==> config.mk <==
export PLATFORM = sky130hd
export DESIGN_NAME = vwna_div
export DESIGN_NICKNAME = d
export VERILOG_FILES = /design/src/rtl/vwna_div.sv
export SDC_FILE = /design/constraint.sdc
export NUM_CORES = 1
export LEC_CHECK = 0
export ABC_AREA = 1
export BUFFER_PORTS_ARGS = -buffer_cell sky130_fd_sc_hd__buf_2
export CORE_UTILIZATION = 30
export DETAILED_ROUTE_END_ITERATION = 8
export PLACE_DENSITY = 0.59
export SLEW_MARGIN = 20
export SYNTH_ARGS = -nofsm -noshare
export SYNTH_HDL_FRONTEND = slang
export SYNTH_SLANG_ARGS = --single-unit
==> constraint.sdc <==
create_clock -name i_clk -period 3.1 [get_ports i_clk]
set_input_delay 0.465 -clock i_clk [delete_from_list [all_inputs] [get_ports i_clk]]
set_output_delay 0.465 -clock i_clk [all_outputs]
set_load 0.01 [all_outputs]
==> src/rtl/vwna_div.sv <==
// Iterative restoring divider, 64-bit dividend by 40-bit divisor, one quotient bit per cycle.
module vwna_div (
    input  logic        i_clk,
    input  logic        i_rst_n,
    input  logic        i_start,
    input  logic [63:0] i_dividend,
    input  logic [39:0] i_divisor,
    output logic        o_done,
    output logic [63:0] o_quot
);
    logic        r_run;
    logic        r_done;
    logic [5:0]  r_cnt;
    logic [63:0] r_dvd;
    logic [40:0] r_rem;
    logic [39:0] r_dsr;
    logic [40:0] rem_s;
    logic        ge;

    assign rem_s = {r_rem[39:0], r_dvd[63]};
    assign ge    = rem_s >= {1'b0, r_dsr};

    always_ff @(posedge i_clk) begin
        if (!i_rst_n) begin
            r_run  <= 1'b0;
            r_done <= 1'b0;
        end else begin
            r_done <= 1'b0;
            if (i_start) begin
                r_run <= 1'b1;
            end else if (r_run && r_cnt == 6'd63) begin
                r_run  <= 1'b0;
                r_done <= 1'b1;
            end
        end
    end

    always_ff @(posedge i_clk) begin
        if (i_start) begin
            r_dvd <= i_dividend;
            r_rem <= '0;
            r_dsr <= i_divisor;
            r_cnt <= '0;
        end else if (r_run) begin
            r_rem <= ge ? (rem_s - {1'b0, r_dsr}) : rem_s;
            r_dvd <= {r_dvd[62:0], ge};
            r_cnt <= r_cnt + 6'd1;
        end
    end

    assign o_done = r_done;
    assign o_quot = r_dvd;
endmodule

---- Word-level counts from Yosys, hierarchy flattened ----
Cells that the tools add are included.
Widths: inputs -> output; s select.
storage, ports and cells
  register bits ........................... 152
  bits in latches ......................... 0
  RAM bits ................................ 0
  bits in read-only memories .............. 0
  input port bits ......................... 107
  logic and storage cells ................. 21
  memories ................................ 0
operators by class
  $add $sub $neg .......................... 2
  multipliers ............................. 0
  divide/modulo/power cells ............... 0
  order comparisons ....................... 1
  equality and inequality tests ........... 1
  shift-type cells ........................ 0
  mux-type cells .......................... 6
  bitwise logic cells ..................... 1
  reductions and logical operators ........ 4
operator list
  cell                 count
  $mux 64              2
  $ge 41x40->1         1
  $mux 40              1
  $sub 40x40->40       1
  $add 6x1->6 const B  1
  $eq 6x6->1 const B   1
  $reduce_bool 2->1    2
  $mux 1               3
  $reduce_or 2->1      1
  $logic_and 1x1->1    1
  $not 1->1            1

---- Depth between registers and ports, before layout ----
Gate-level depths: netlist (run 1).
  depth after elaboration ................. 4
  gate-level depth with buffers ........... 17
  mapped depth without buffers ............ 17

---- Worst setup path before layout (run 1) ----
Ideal clock, no wire load.
  kind .................................... input to register
  start point ............................. input port i_start
  end point ............................... register r_dvd[0] (netlist: o_quot[0]) (enable)
  setup time .............................. 454 ps
  arrival time ............................ 2,645 ps
  data required time ...................... 2,646 ps
  setup slack ............................. 1 ps
  stages .................................. 3
  buffers on the path ..................... 1
  path through ............................ nor2_1 -> inv_2 -> buf_1
between the ends
  longest elaborated chain between the ends .. 1
ends and longest elaborated chain
  item                         line  RTL
  start: declaration           5     input logic i_start,
  $reduce_bool 2->1 (no line)  -
  end signal: assignment       40    r_dvd <= i_dividend;
  end signal: assignment       46    r_dvd <= {r_dvd[62:0], ge};
  end: declaration             14    logic [63:0] r_dvd;
Every way passes these cells.
A chain may end at the register's enable or synchronous reset.

---- Worst setup path in the final report (run 1) ----
  start point ............................. register r_dsr[32]
  end point ............................... register r_rem[21]
between the ends
  longest elaborated chain between the ends .. 2
ends and longest elaborated chain
  item                      line  RTL
  start: declaration        16    logic [39:0] r_dsr;
  start signal: assignment  42    r_dsr <= i_divisor;
  $ge 41x40->1              21    assign ge = rem_s >= {1'b0, r_dsr};
  $mux 40                   45    r_rem <= ge ? (rem_s - {1'b0, r_dsr}) : rem_s;
  end signal: assignment    45
  end: declaration          15    logic [40:0] r_rem;
Every way passes these cells.

==> summary.txt, run 1 <==
Status
  – Run status: finished with violations
  – Violated checks: design-rule violations

Setup path
  – Maximum fanout encountered on the critical timing path: 40
  – Worst path slowest cell: sky130_fd_sc_hd__nor2_4
  – Startpoint type of the worst setup path: register
  – Required time at the endpoint of the critical path: 3470 ps
  – Critical path, cell by cell: inv_1 -> ha_1 -> a21oi_1 -> o21ai_1 -> inv_1 -> a21oi_1 -> nor2_4 -> nand2_4 -> nand2_1 -> nand3_1 -> nand2_1
  – Reg2reg start: r_dsr[32]$_DFFE_PP_
  – CP peak stage delay: 590 ps
  – Endpoint kind of the worst setup timing path: register
  – CP Class: register to register
  – R2R Setup Slk: 320 ps
  – Worst path arrival time: 3160 ps
  – Beginning of the critical path: r_dsr[32]$_DFFE_PP_

Logic synthesis
  – Most common flop cell mapped by yosys: sky130_fd_sc_hd__edfxtp_1
  – Share of synthesized registers carrying an async set or reset: 0%
  – Average cell area after synthesis: 7.08 µm²
  – Synthesis-stage register bit count: 152
  – Register area share after synthesis: 43.0%
  – Syn Nets: 1491
  – Yosys Warn Count: 0
  – Cell count after synthesis: 1342
  – Synthesized cell area: 9500 µm²
  – Yosys cell types: 38
  – Count of flip-flops with a built-in enable after synthesis: 104

Hold path
  – Class of the worst hold path: input pin to register
  – Critical hold path startpoint: i_divisor[31]

Clock tree
  – Post-CTS Setup Bufs: 0
  – Clock Sink Count: 152
  – Clk root buf: sky130_fd_sc_hd__clkbuf_16
  – Clock latency of the later-clocked register in the worst-skew pair: 440 ps
  – Number of levels in the clock H-tree: 4
  – Resized cells post-CTS: 0
  – Reg clk slew, reported paths: 70 ps
  – Number of CTS-inserted buffers: 17
  – CTS Hold Bufs: 0
  – Maximum clock insertion buffer count: 2
  – Clock tree from TritonCTS: yes

Global routing
  – Number of global-route vias before repair: 8551
  – Initial antenna violation count: 3
  – Maximum number of pins on one net before global-route repair: 62
  – Global-route usage over all layers: 17.0%
  – Overflow after GRT: 0
  – Wire length of the first global-routing pass: 44000 µm

Floorplanning
  – Cell row count: 64
  – Area of the die: 32400 µm²
  – Floorplan die height: 180 µm
  – Area of the placeable core: 30800 µm²
  – Count of boundary I/O pins: 172
  – Horizontal extent of the die: 180 µm
  – Initial cell density of the core: 30.8%

Route
  – Residual DRC count: 6
  – Ratio of routed vias to standard cells: 4.55
  – DR iter-0 viols: 543
  – Total via count in the routed design: 8733
  – Routed len/inst: 14.1 µm
  – Final routed wirelength across all metal layers: 27000 µm
  – TritonRoute pass-1 iters: 7
  – Remaining antenna violation count: 0

Layout
  – Total number of nets in the final design: 1657
  – Area used by sequential logic in the layout: 4080 µm²
  – Fraction of layout cells with a size suffix above 1: 15.5%
  – Area of the multi-input gates: 4390 µm²
  – Filler instances: 3324
  – Signed area change from the synthesized netlist to the final layout: 19.6%

Timing
  – Worst Clk Skew: 11.2 ps
  – Final count of pins violating max slew: 0
  – Min Clock Period, post-route: 2780 ps
  – Sum Neg Setup Slack: 0 ps
  – Worst hold slack across all endpoints: 199 ps
  – Worst-Margin Slew: 1170 ps
  – Final Setup Violations: 0
  – Final worst-path cycle share: 89.8%
  – Final Hold Violating Endpoints: 0
  – Max Clk Rate: 359 MHz
  – Worst slew slack as a fraction of its limit: 21.9%
  – Unrepaired setup endpoints after global routing: false

Placed design
  – DP HPWL: 20100 µm
  – Gpl congestion: 0.930
  – Quantity of I/O buffers inserted on ports: 171

Pwr
  – Standby leakage power: 6.05 nW
  – Power per cell area: 458 nW/µm²
  – Worst-case vdd ir drop: 0.338 mV
  – Total Power Consumption: 5.21 mW

Flow run
  – Number of maximum-capacitance violations: 0
==> metrics by stage <==
stage	util, %	cells	setup WS [ps]	cell area (µm²)
finish	36.9	1919	315	11400
global route	36.8	1917	71.2	11400
CTS	36.8	1917	306	11400
detailed placement	34.9	1884	21.3	10800
global placement	34.9	1884	10.9	10800
floorplan	-	1342	1.48	9500
==> Yosys cell counts, types with 4 or more instances <==
library cell               number  share of area [%]
sky130_fd_sc_hd__a21oi_1       28                1.5
sky130_fd_sc_hd__buf_2          6               0.32
sky130_fd_sc_hd__buf_6          5               0.59
sky130_fd_sc_hd__clkbuf_1      16               0.63
sky130_fd_sc_hd__dfxtp_1       48                 10
sky130_fd_sc_hd__edfxtp_1     104                 33
sky130_fd_sc_hd__ha_1          41                5.4
sky130_fd_sc_hd__inv_1        221                8.7
sky130_fd_sc_hd__nand2_1      585                 23
sky130_fd_sc_hd__nand2_2        4               0.26
sky130_fd_sc_hd__nand3_1       92                4.8
sky130_fd_sc_hd__nand3b_1      22                1.7
sky130_fd_sc_hd__nor2_1        73                2.9
sky130_fd_sc_hd__nor2_2         7               0.46
sky130_fd_sc_hd__nor3_1         5               0.26
sky130_fd_sc_hd__o21ai_0        9               0.47
sky130_fd_sc_hd__o21ai_1       19                1.0
sky130_fd_sc_hd__xnor2_1       20                1.8
==> registers in the layout (all words and copies together), names as in the netlist <==
register and cells:
r_run 1, o_quot 64, o_done 1, r_dsr 40, r_rem 40, r_cnt 6
==> where the power goes <==
group	total, mW	switching (mW)	internal [mW]
Clock	2.17	0.958	1.21
Sequential	2.40	0.0724	2.33
Combinational	0.633	0.396	0.237
Total	5.21	1.43	3.78
==> layout make-up <==
cell class                 count  share of cell area (%)
antenna                        2                  0.0441
clock buffer                  18                    3.78
clock inverter                14                    1.43
inverter                     226                    7.47
multi-input combinational    932                    38.7
sequential                   152                    35.9
tap                          396                    4.36
timing repair buffer         179                    8.30
==> critical path: cells and delay by family (launching register included) <==
kind / cells / cell delay [ps]
AND/OR/NAND/NOR: 5 / 1370
flip-flops: 1 / 360
AO/OA/AOI/OAI: 3 / 540
buffers and inverters: 2 / 170
adder cells (fa/ha/maj): 1 / 260
==> layout by cell type (no fill, tap or decap), types with 3 or more instances in the layout <==
| cell type | Yosys | final |
|---|---|---|
| sky130_fd_sc_hd__a21oi_1 | 28 | 28 |
| sky130_fd_sc_hd__buf_2 | 6 | 170 |
| sky130_fd_sc_hd__buf_4 | 3 | 7 |
| sky130_fd_sc_hd__clkbuf_16 | 0 | 17 |
| sky130_fd_sc_hd__dfxtp_1 | 48 | 48 |
| sky130_fd_sc_hd__edfxtp_1 | 104 | 104 |
| sky130_fd_sc_hd__ha_1 | 41 | 41 |
| sky130_fd_sc_hd__inv_1 | 221 | 221 |
| sky130_fd_sc_hd__inv_2 | 3 | 4 |
| sky130_fd_sc_hd__inv_6 | 0 | 5 |
| sky130_fd_sc_hd__nand2_1 | 585 | 585 |
| sky130_fd_sc_hd__nand2_2 | 4 | 4 |
| sky130_fd_sc_hd__nand3_1 | 92 | 92 |
| sky130_fd_sc_hd__nand3b_1 | 22 | 22 |
| sky130_fd_sc_hd__nand4_1 | 3 | 3 |
| sky130_fd_sc_hd__nor2_1 | 73 | 72 |
| sky130_fd_sc_hd__nor2_2 | 7 | 9 |
| sky130_fd_sc_hd__nor3_1 | 5 | 5 |
| sky130_fd_sc_hd__o21ai_0 | 9 | 9 |
| sky130_fd_sc_hd__o21ai_1 | 19 | 19 |
| sky130_fd_sc_hd__xnor2_1 | 20 | 20 |
==> final timing paths <==
path                                  to  depth (start not counted)
setup reg to reg  r_rem[21]$_SDFFE_PP0P_                         11
hold reg to reg   r_rem[28]$_SDFFE_PP0P_                          2
hold / removal       r_dsr[31]$_DFFE_PP_                          1
setup / recovery  r_rem[21]$_SDFFE_PP0P_                         11
==> cell families after synthesis <==
logic type,after synthesis,share of synthesized area [%]
adder cells (fa/ha/maj),42,5.61
XOR/XNOR,22,2.03
AND/OR/NAND/NOR,801,34.7
buffers and inverters,259,10.8
flip-flops,152,43.0
AO/OA/AOI/OAI,66,3.78
==> layer usage <==
metal / wire (µm) / track usage, %
met1: 12300 / 21.2
met4: 259 / 4.48
met2: 12500 / 28.3
met3: 2020 / 5.23
met5: 28 / 0
Power figures use the tool's default switching activity.
==> inputs of run 2 (changes only) <==
--- a/config.mk
+++ b/config.mk
@@ -7,9 +7,11 @@
 export LEC_CHECK = 0
 export ABC_AREA = 1
 export BUFFER_PORTS_ARGS = -buffer_cell sky130_fd_sc_hd__buf_2
-export CORE_UTILIZATION = 30
+export CELL_PAD_IN_SITES_DETAIL_PLACEMENT = 1
+export CELL_PAD_IN_SITES_GLOBAL_PLACEMENT = 2
+export CORE_UTILIZATION = 28
 export DETAILED_ROUTE_END_ITERATION = 8
-export PLACE_DENSITY = 0.59
+export PLACE_DENSITY = 0.85
 export SLEW_MARGIN = 20
 export SYNTH_ARGS = -nofsm -noshare
 export SYNTH_HDL_FRONTEND = slang
==> constraint.sdc (replaced) <==
create_clock -name i_clk -period 3.1 [get_ports i_clk]
set_input_delay 0.155 -clock i_clk [delete_from_list [all_inputs] [get_ports i_clk]]
set_output_delay 0.155 -clock i_clk [all_outputs]
set_load 0.01 [all_outputs]
==> run 2 against run 1 <==
The flow now finishes without violations. Non-clock buffer count is 100 higher. Count of clock-buffer cells in the layout is 5 higher. Die area is 7.1% higher. Total power is 2.2% higher. Largest cell class unchanged. Setup slack better by 150 ps. Critical path depth is 2 higher. Register-to-register slack better by 150 ps. Utilization is 0.24 points higher. Hold slack worse by 180 ps. Clock power hardly changed. Clock skew is 3.2 ps higher. First-iteration DRC count is 36% lower. Critical endpoint is now r_rem[11]$_SDFFE_PP0P_.
==> summary.txt, run 2 (synthesized netlist as in run 1, its figures left out) <==
Setup path
  – Most repeated library cell on the critical path: sky130_fd_sc_hd__nand2_1
  – R2R Setup Slk: 460 ps
  – Worst path arrival time: 2950 ps
  – Endpoint kind of the worst setup timing path: register
  – Beginning of the critical path: r_dsr[12]$_DFFE_PP_
  – Worst path slowest cell: sky130_fd_sc_hd__nand2_4
  – Reg2reg start: r_dsr[12]$_DFFE_PP_
  – CP Class: register to register
  – Required time at the endpoint of the critical path: 3410 ps
  – Maximum fanout encountered on the critical timing path: 40
  – Critical path, cell by cell: inv_1 -> ha_1 -> nand2_1 -> nor2_1 -> nand2_1 -> nor2_1 -> nand2_1 -> nand3_2 -> nand2_4 -> nand2_4 -> nand2_1 -> nand3_1 -> o21ai_1
  – CP peak stage delay: 450 ps
  – Startpoint type of the worst setup path: register

Timing
  – Worst Clk Skew: 14.4 ps
  – Final Setup Violations: 0
  – Worst setup margin: 465 ps
  – Final count of pins violating max slew: 0
  – Worst hold slack across all endpoints: 20.0 ps
  – Final Hold Violating Endpoints: 0
  – Max Clk Rate: 379 MHz
  – Worst-Margin Slew: 697 ps
  – Final worst-path cycle share: 85.0%
  – Worst slew slack as a fraction of its limit: 53.5%
  – Sum Neg Setup Slack: 0 ps
  – Min Clock Period, post-route: 2640 ps
  – Unrepaired setup endpoints after global routing: false

Clock tree
  – Resized cells post-CTS: 0
  – Clock latency of the later-clocked register in the worst-skew pair: 440 ps
  – Maximum clock insertion buffer count: 2
  – Reg clk slew, reported paths: 60 ps
  – Clock Sink Count: 152
  – Number of CTS-inserted buffers: 17
  – Clock tree from TritonCTS: yes
  – Number of levels in the clock H-tree: 4
  – Clk root buf: sky130_fd_sc_hd__clkbuf_16

Layout
  – Final design instance area without fill: 12400 µm²
  – Most common library cell in the layout ignoring fill and taps: sky130_fd_sc_hd__nand2_1
  – Total number of nets in the final design: 1756
  – Count of antenna diodes in the layout: 0
  – Signed area change from the synthesized netlist to the final layout: 30.6%
  – Non-filler cells, final: 2068
  – Most frequent cells in the layout: sky130_fd_sc_hd__nand2_1, sky130_fd_sc_hd__inv_1, sky130_fd_sc_hd__buf_2
  – Filler instances: 4184
  – Fraction of layout cells with a size suffix above 1: 14.4%
  – Share of the core filled with cells in the final layout: 37.1%
  – Max FFs per register: 64

Pwr
  – Power per cell area: 429 nW/µm²
  – Standby leakage power: 6.46 nW
  – Worst-case vdd ir drop: 0.405 mV
  – Total Power Consumption: 5.32 mW

Flow run
  – Number of maximum-capacitance violations: 0

Global routing
  – Maximum number of pins on one net before global-route repair: 69
  – Global-route usage over all layers: 19.1%
  – Initial antenna violation count: 0
  – Overflow after GRT: 0
  – Wire length of the first global-routing pass: 51100 µm
  – Number of global-route vias before repair: 9727

Floorplanning
  – Area of the die: 34700 µm²
  – Area of the placeable core: 33400 µm²
  – Count of boundary I/O pins: 172
  – Cell row count: 67
  – Floorplan die height: 186 µm
  – Horizontal extent of the die: 186 µm
  – Initial cell density of the core: 28.4%

Route
  – Met2 WL post-DR: 14600 µm
  – Highest metal layer with signal wires: met4
  – Residual DRC count: 0
  – TritonRoute pass-1 iters: 5
  – Final routed wirelength across all metal layers: 31400 µm
  – Remaining antenna violation count: 0
  – Ratio of routed vias to standard cells: 4.46
  – DR iter-0 viols: 350
  – Met1 layer wirelength in the final routing: 14400 µm
  – Total via count in the routed design: 9216
  – Routed len/inst: 15.2 µm
  – Met3 Routed Length: 1760 µm

Placed design
  – Gpl congestion: 0.887
  – Place WS: 431 ps
  – Total instance count after detailed placement: 1936
  – DP HPWL: 22800 µm
  – Placed Area: 10800 µm²
  – Quantity of I/O buffers inserted on ports: 171

Status
  – Run status: finished, final reports clean

Hold path
  – Class of the worst hold path: input pin to register
  – Critical hold path startpoint: i_dividend[29]
[run 2: cell count changes in the layout (fill, tap and decap cells not counted), sizes merged]
| cell | delta |
|---|---|
| diode | -2 |
| inv | -7 |
| clkinv | +2 |
| dlygate4sd3 | +100 |
| clkbuf | +5 |
| nor2 | -1 |
[run 2: per-layer routing]
metal,GRT usage [%],vias to the layer above
li1,-,4669
met1,23.9,4304
met2,32.0,212
met3,5.02,31
met4,5.48,0
met5,0,-
[run 2: timing repair]
item / in CTS / in global routing
hold buffers: 100 / 0
setup endpoints to repair: 0 / 0
buffers inserted: 0 / 0
hold endpoints to repair: 101 / 0
[run 2: area by class of cell]
class | count | area, µm² | area share (%)
inverters | 226 | 850 | 6.85
multi-input cells | 931 | 4390 | 35.4
clock inverters | 9 | 115 | 0.928
repair buffers | 279 | 1930 | 15.6
well taps | 448 | 561 | 4.52
clock buffers | 23 | 478 | 3.85
flip-flops and latches | 152 | 4080 | 32.9
[run 2: worst paths after layout]
check                           endpoint  cells after the start
setup reg to reg  r_rem[11]$_SDFFE_PP0P_                     13
hold / removal      o_quot[29]$_DFFE_PP_                      3
hold reg to reg    r_cnt[5]$_SDFFE_PP0P_                      2
setup / recovery  r_rem[11]$_SDFFE_PP0P_                     13
[run 2: power breakdown]
part,switching (mW),internal (mW)
combinational,0.436,0.317
clock,0.902,1.26
sequential,0.0746,2.33
total,1.41,3.91
[run 2: worst max-delay path, delay by kind of cell, from the launching register on]
kind | cells | cell delay [ps]
AO/OA/AOI/OAI | 1 | 60
buffers and inverters | 1 | 50
adder cells (fa/ha/maj) | 1 | 350
flip-flops | 1 | 330
AND/OR/NAND/NOR | 10 | 1700
==> inputs of run 3 (changes only) <==
--- a/config.mk
+++ b/config.mk
@@ -11,6 +11,7 @@
 export CELL_PAD_IN_SITES_GLOBAL_PLACEMENT = 2
 export CORE_UTILIZATION = 28
 export DETAILED_ROUTE_END_ITERATION = 8
+export MAX_ROUTING_LAYER = met4
 export PLACE_DENSITY = 0.85
 export SLEW_MARGIN = 20
 export SYNTH_ARGS = -nofsm -noshare
==> run 3 against run 2 <==
Hold slack lost 4.1 ps. Combinational power is essentially flat. Sequential share of layout area is the same. Sequential power is essentially flat. Flip-flop and latch count is the same. Utilization is the same. Die area is the same. Wire length grew 0.31%. Largest cell class unchanged. Global-route usage grew 0.64 points. Total power is essentially flat. Critical path depth is the same. Final area is the same.
==> summary.txt, run 3 (synthesized netlist as in run 1, its figures left out) <==
Status
  – Run status: finished, final reports clean

Setup path
  – CP Class: register to register
  – Number of cells on the worst reg-to-reg path: 13
  – Startpoint type of the worst setup path: register
  – Maximum fanout encountered on the critical timing path: 40
  – Required time at the endpoint of the critical path: 3410 ps
  – Worst path arrival time: 2950 ps
  – Endpoint kind of the worst setup timing path: register

Placed design
  – DP HPWL: 22800 µm
  – Quantity of I/O buffers inserted on ports: 171
  – Placed Area: 10800 µm²
  – Gpl congestion: 0.902

Route
  – DR iter-0 viols: 319
  – Total via count in the routed design: 9239
  – Remaining antenna violation count: 0
  – Residual DRC count: 0
  – Routed len/inst: 15.2 µm
  – TritonRoute pass-1 iters: 5
  – Ratio of routed vias to standard cells: 4.47
  – Final routed wirelength across all metal layers: 31500 µm

Layout
  – Most common library cell in the layout ignoring fill and taps: sky130_fd_sc_hd__nand2_1
  – Total number of nets in the final design: 1756
  – Fraction of layout cells with a size suffix above 1: 14.4%
  – Most frequent cells in the layout: sky130_fd_sc_hd__nand2_1, sky130_fd_sc_hd__inv_1, sky130_fd_sc_hd__buf_2
  – Filler instances: 4184
  – Final design instance area without fill: 12400 µm²
  – Area used by sequential logic in the layout: 4080 µm²
  – Max FFs per register: 64
  – Count of antenna diodes in the layout: 0
  – Signed area change from the synthesized netlist to the final layout: 30.6%
  – Area of the multi-input gates: 4390 µm²

Global routing
  – Global-route usage over all layers: 19.7%
  – Global-route met1 utilization: 24.5%
  – Global routing met2 resource utilization: 32.0%
  – Number of global-route vias before repair: 9737
  – GRT met3 Usage: 3.91%
  – Wire length of the first global-routing pass: 51000 µm
  – Most Crowded Layer GR: met2
  – Initial antenna violation count: 0
  – Maximum number of pins on one net before global-route repair: 69
  – Overflow after GRT: 0

Pwr
  – Worst-case vdd ir drop: 0.407 mV
  – Power per cell area: 429 nW/µm²
  – Total Power Consumption: 5.32 mW
  – Standby leakage power: 6.46 nW

Timing
  – Final count of pins violating max slew: 0
  – Max Clk Rate: 380 MHz
  – Sum Neg Setup Slack: 0 ps
  – Worst slew slack as a fraction of its limit: 52.9%
  – Min Clock Period, post-route: 2630 ps
  – Final worst-path cycle share: 85.0%
  – Final Hold Violating Endpoints: 0
  – Final Setup Violations: 0
  – Worst-Margin Slew: 706 ps
  – Unrepaired setup endpoints after global routing: false
  – Worst Clk Skew: 15.1 ps

Clock tree
  – Clk root buf: sky130_fd_sc_hd__clkbuf_16
  – Reg clk slew, reported paths: 60 ps
  – Number of levels in the clock H-tree: 4
  – Number of CTS-inserted buffers: 17
  – Clock latency of the later-clocked register in the worst-skew pair: 450 ps
  – CTS Hold Bufs: 100
  – Resized cells post-CTS: 0
  – Maximum clock insertion buffer count: 2
  – Clock tree from TritonCTS: yes
  – Post-CTS Setup Bufs: 0
  – Clock Sink Count: 152

Flow run
  – Number of maximum-capacitance violations: 0

Hold path
  – Hold path cells: 3
  – Class of the worst hold path: input pin to register

Floorplanning
  – Floorplan die height: 186 µm
  – Cell row count: 67
  – Area of the die: 34700 µm²
  – Count of boundary I/O pins: 172
  – Initial cell density of the core: 28.4%
  – Area of the placeable core: 33400 µm²
  – Horizontal extent of the die: 186 µm
run 3: cell counts in the layout (fill, tap and decap cells not counted):
No cell type changed its count.
run 3: cell type report:
cell class / count / share of cell area, %
multi-input combinational: 931 / 35.4
timing repair buffer: 279 / 15.6
clock buffer: 23 / 3.85
clock inverter: 9 / 0.928
inverter: 226 / 6.85
sequential: 152 / 32.9
tap: 448 / 4.52
run 3: report_power, final:
part | internal [mW] | switching, mW
clock | 1.26 | 0.905
sequential | 2.33 | 0.0742
combinational | 0.317 | 0.437
run 3: stage by stage:
step           setup WS (ps)  hold slack [ps]  instances  utilization, %
3_3_place_gp             470              333       1936            32.3
4_1_cts                  412             2.34       2068            37.1
6_report                 466             15.9       2068            37.1
5_1_grt                  202             21.6       2068            37.1
3_5_place_dp             431              333       1936            32.3
2_1_floorplan           54.2              254       1342               -
run 3: critical path, cell delays in order (launching register included):
cell,delay (ps)
sky130_fd_sc_hd__edfxtp_1,330
sky130_fd_sc_hd__inv_1,50
sky130_fd_sc_hd__ha_1,350
sky130_fd_sc_hd__nand2_1,120
sky130_fd_sc_hd__nor2_1,280
sky130_fd_sc_hd__nand2_1,130
sky130_fd_sc_hd__nor2_1,100
sky130_fd_sc_hd__nand2_1,100
sky130_fd_sc_hd__nand3_2,110
sky130_fd_sc_hd__nand2_4,190
sky130_fd_sc_hd__nand2_4,450
sky130_fd_sc_hd__nand2_1,130
sky130_fd_sc_hd__nand3_1,90
sky130_fd_sc_hd__o21ai_1,60
run 3: layer usage:
layer / wire length (µm) / up-vias
li1: - / 4673
met1: 14600 / 4312
met2: 14700 / 226
met3: 1600 / 28
met4: 649 / 0
met5: 0 / -
run 3: final timing paths:
| kind | to | from | slack, ps |
|---|---|---|---|
| hold / removal | o_quot[29]$_DFFE_PP_ | i_dividend[29] | 20 |
| hold reg to reg | r_cnt[5]$_SDFFE_PP0P_ | r_cnt[5]$_SDFFE_PP0P_ | 470 |
| setup reg to reg | r_rem[11]$_SDFFE_PP0P_ | r_dsr[12]$_DFFE_PP_ | 470 |
| setup / recovery | r_rem[11]$_SDFFE_PP0P_ | r_dsr[12]$_DFFE_PP_ | 470 |
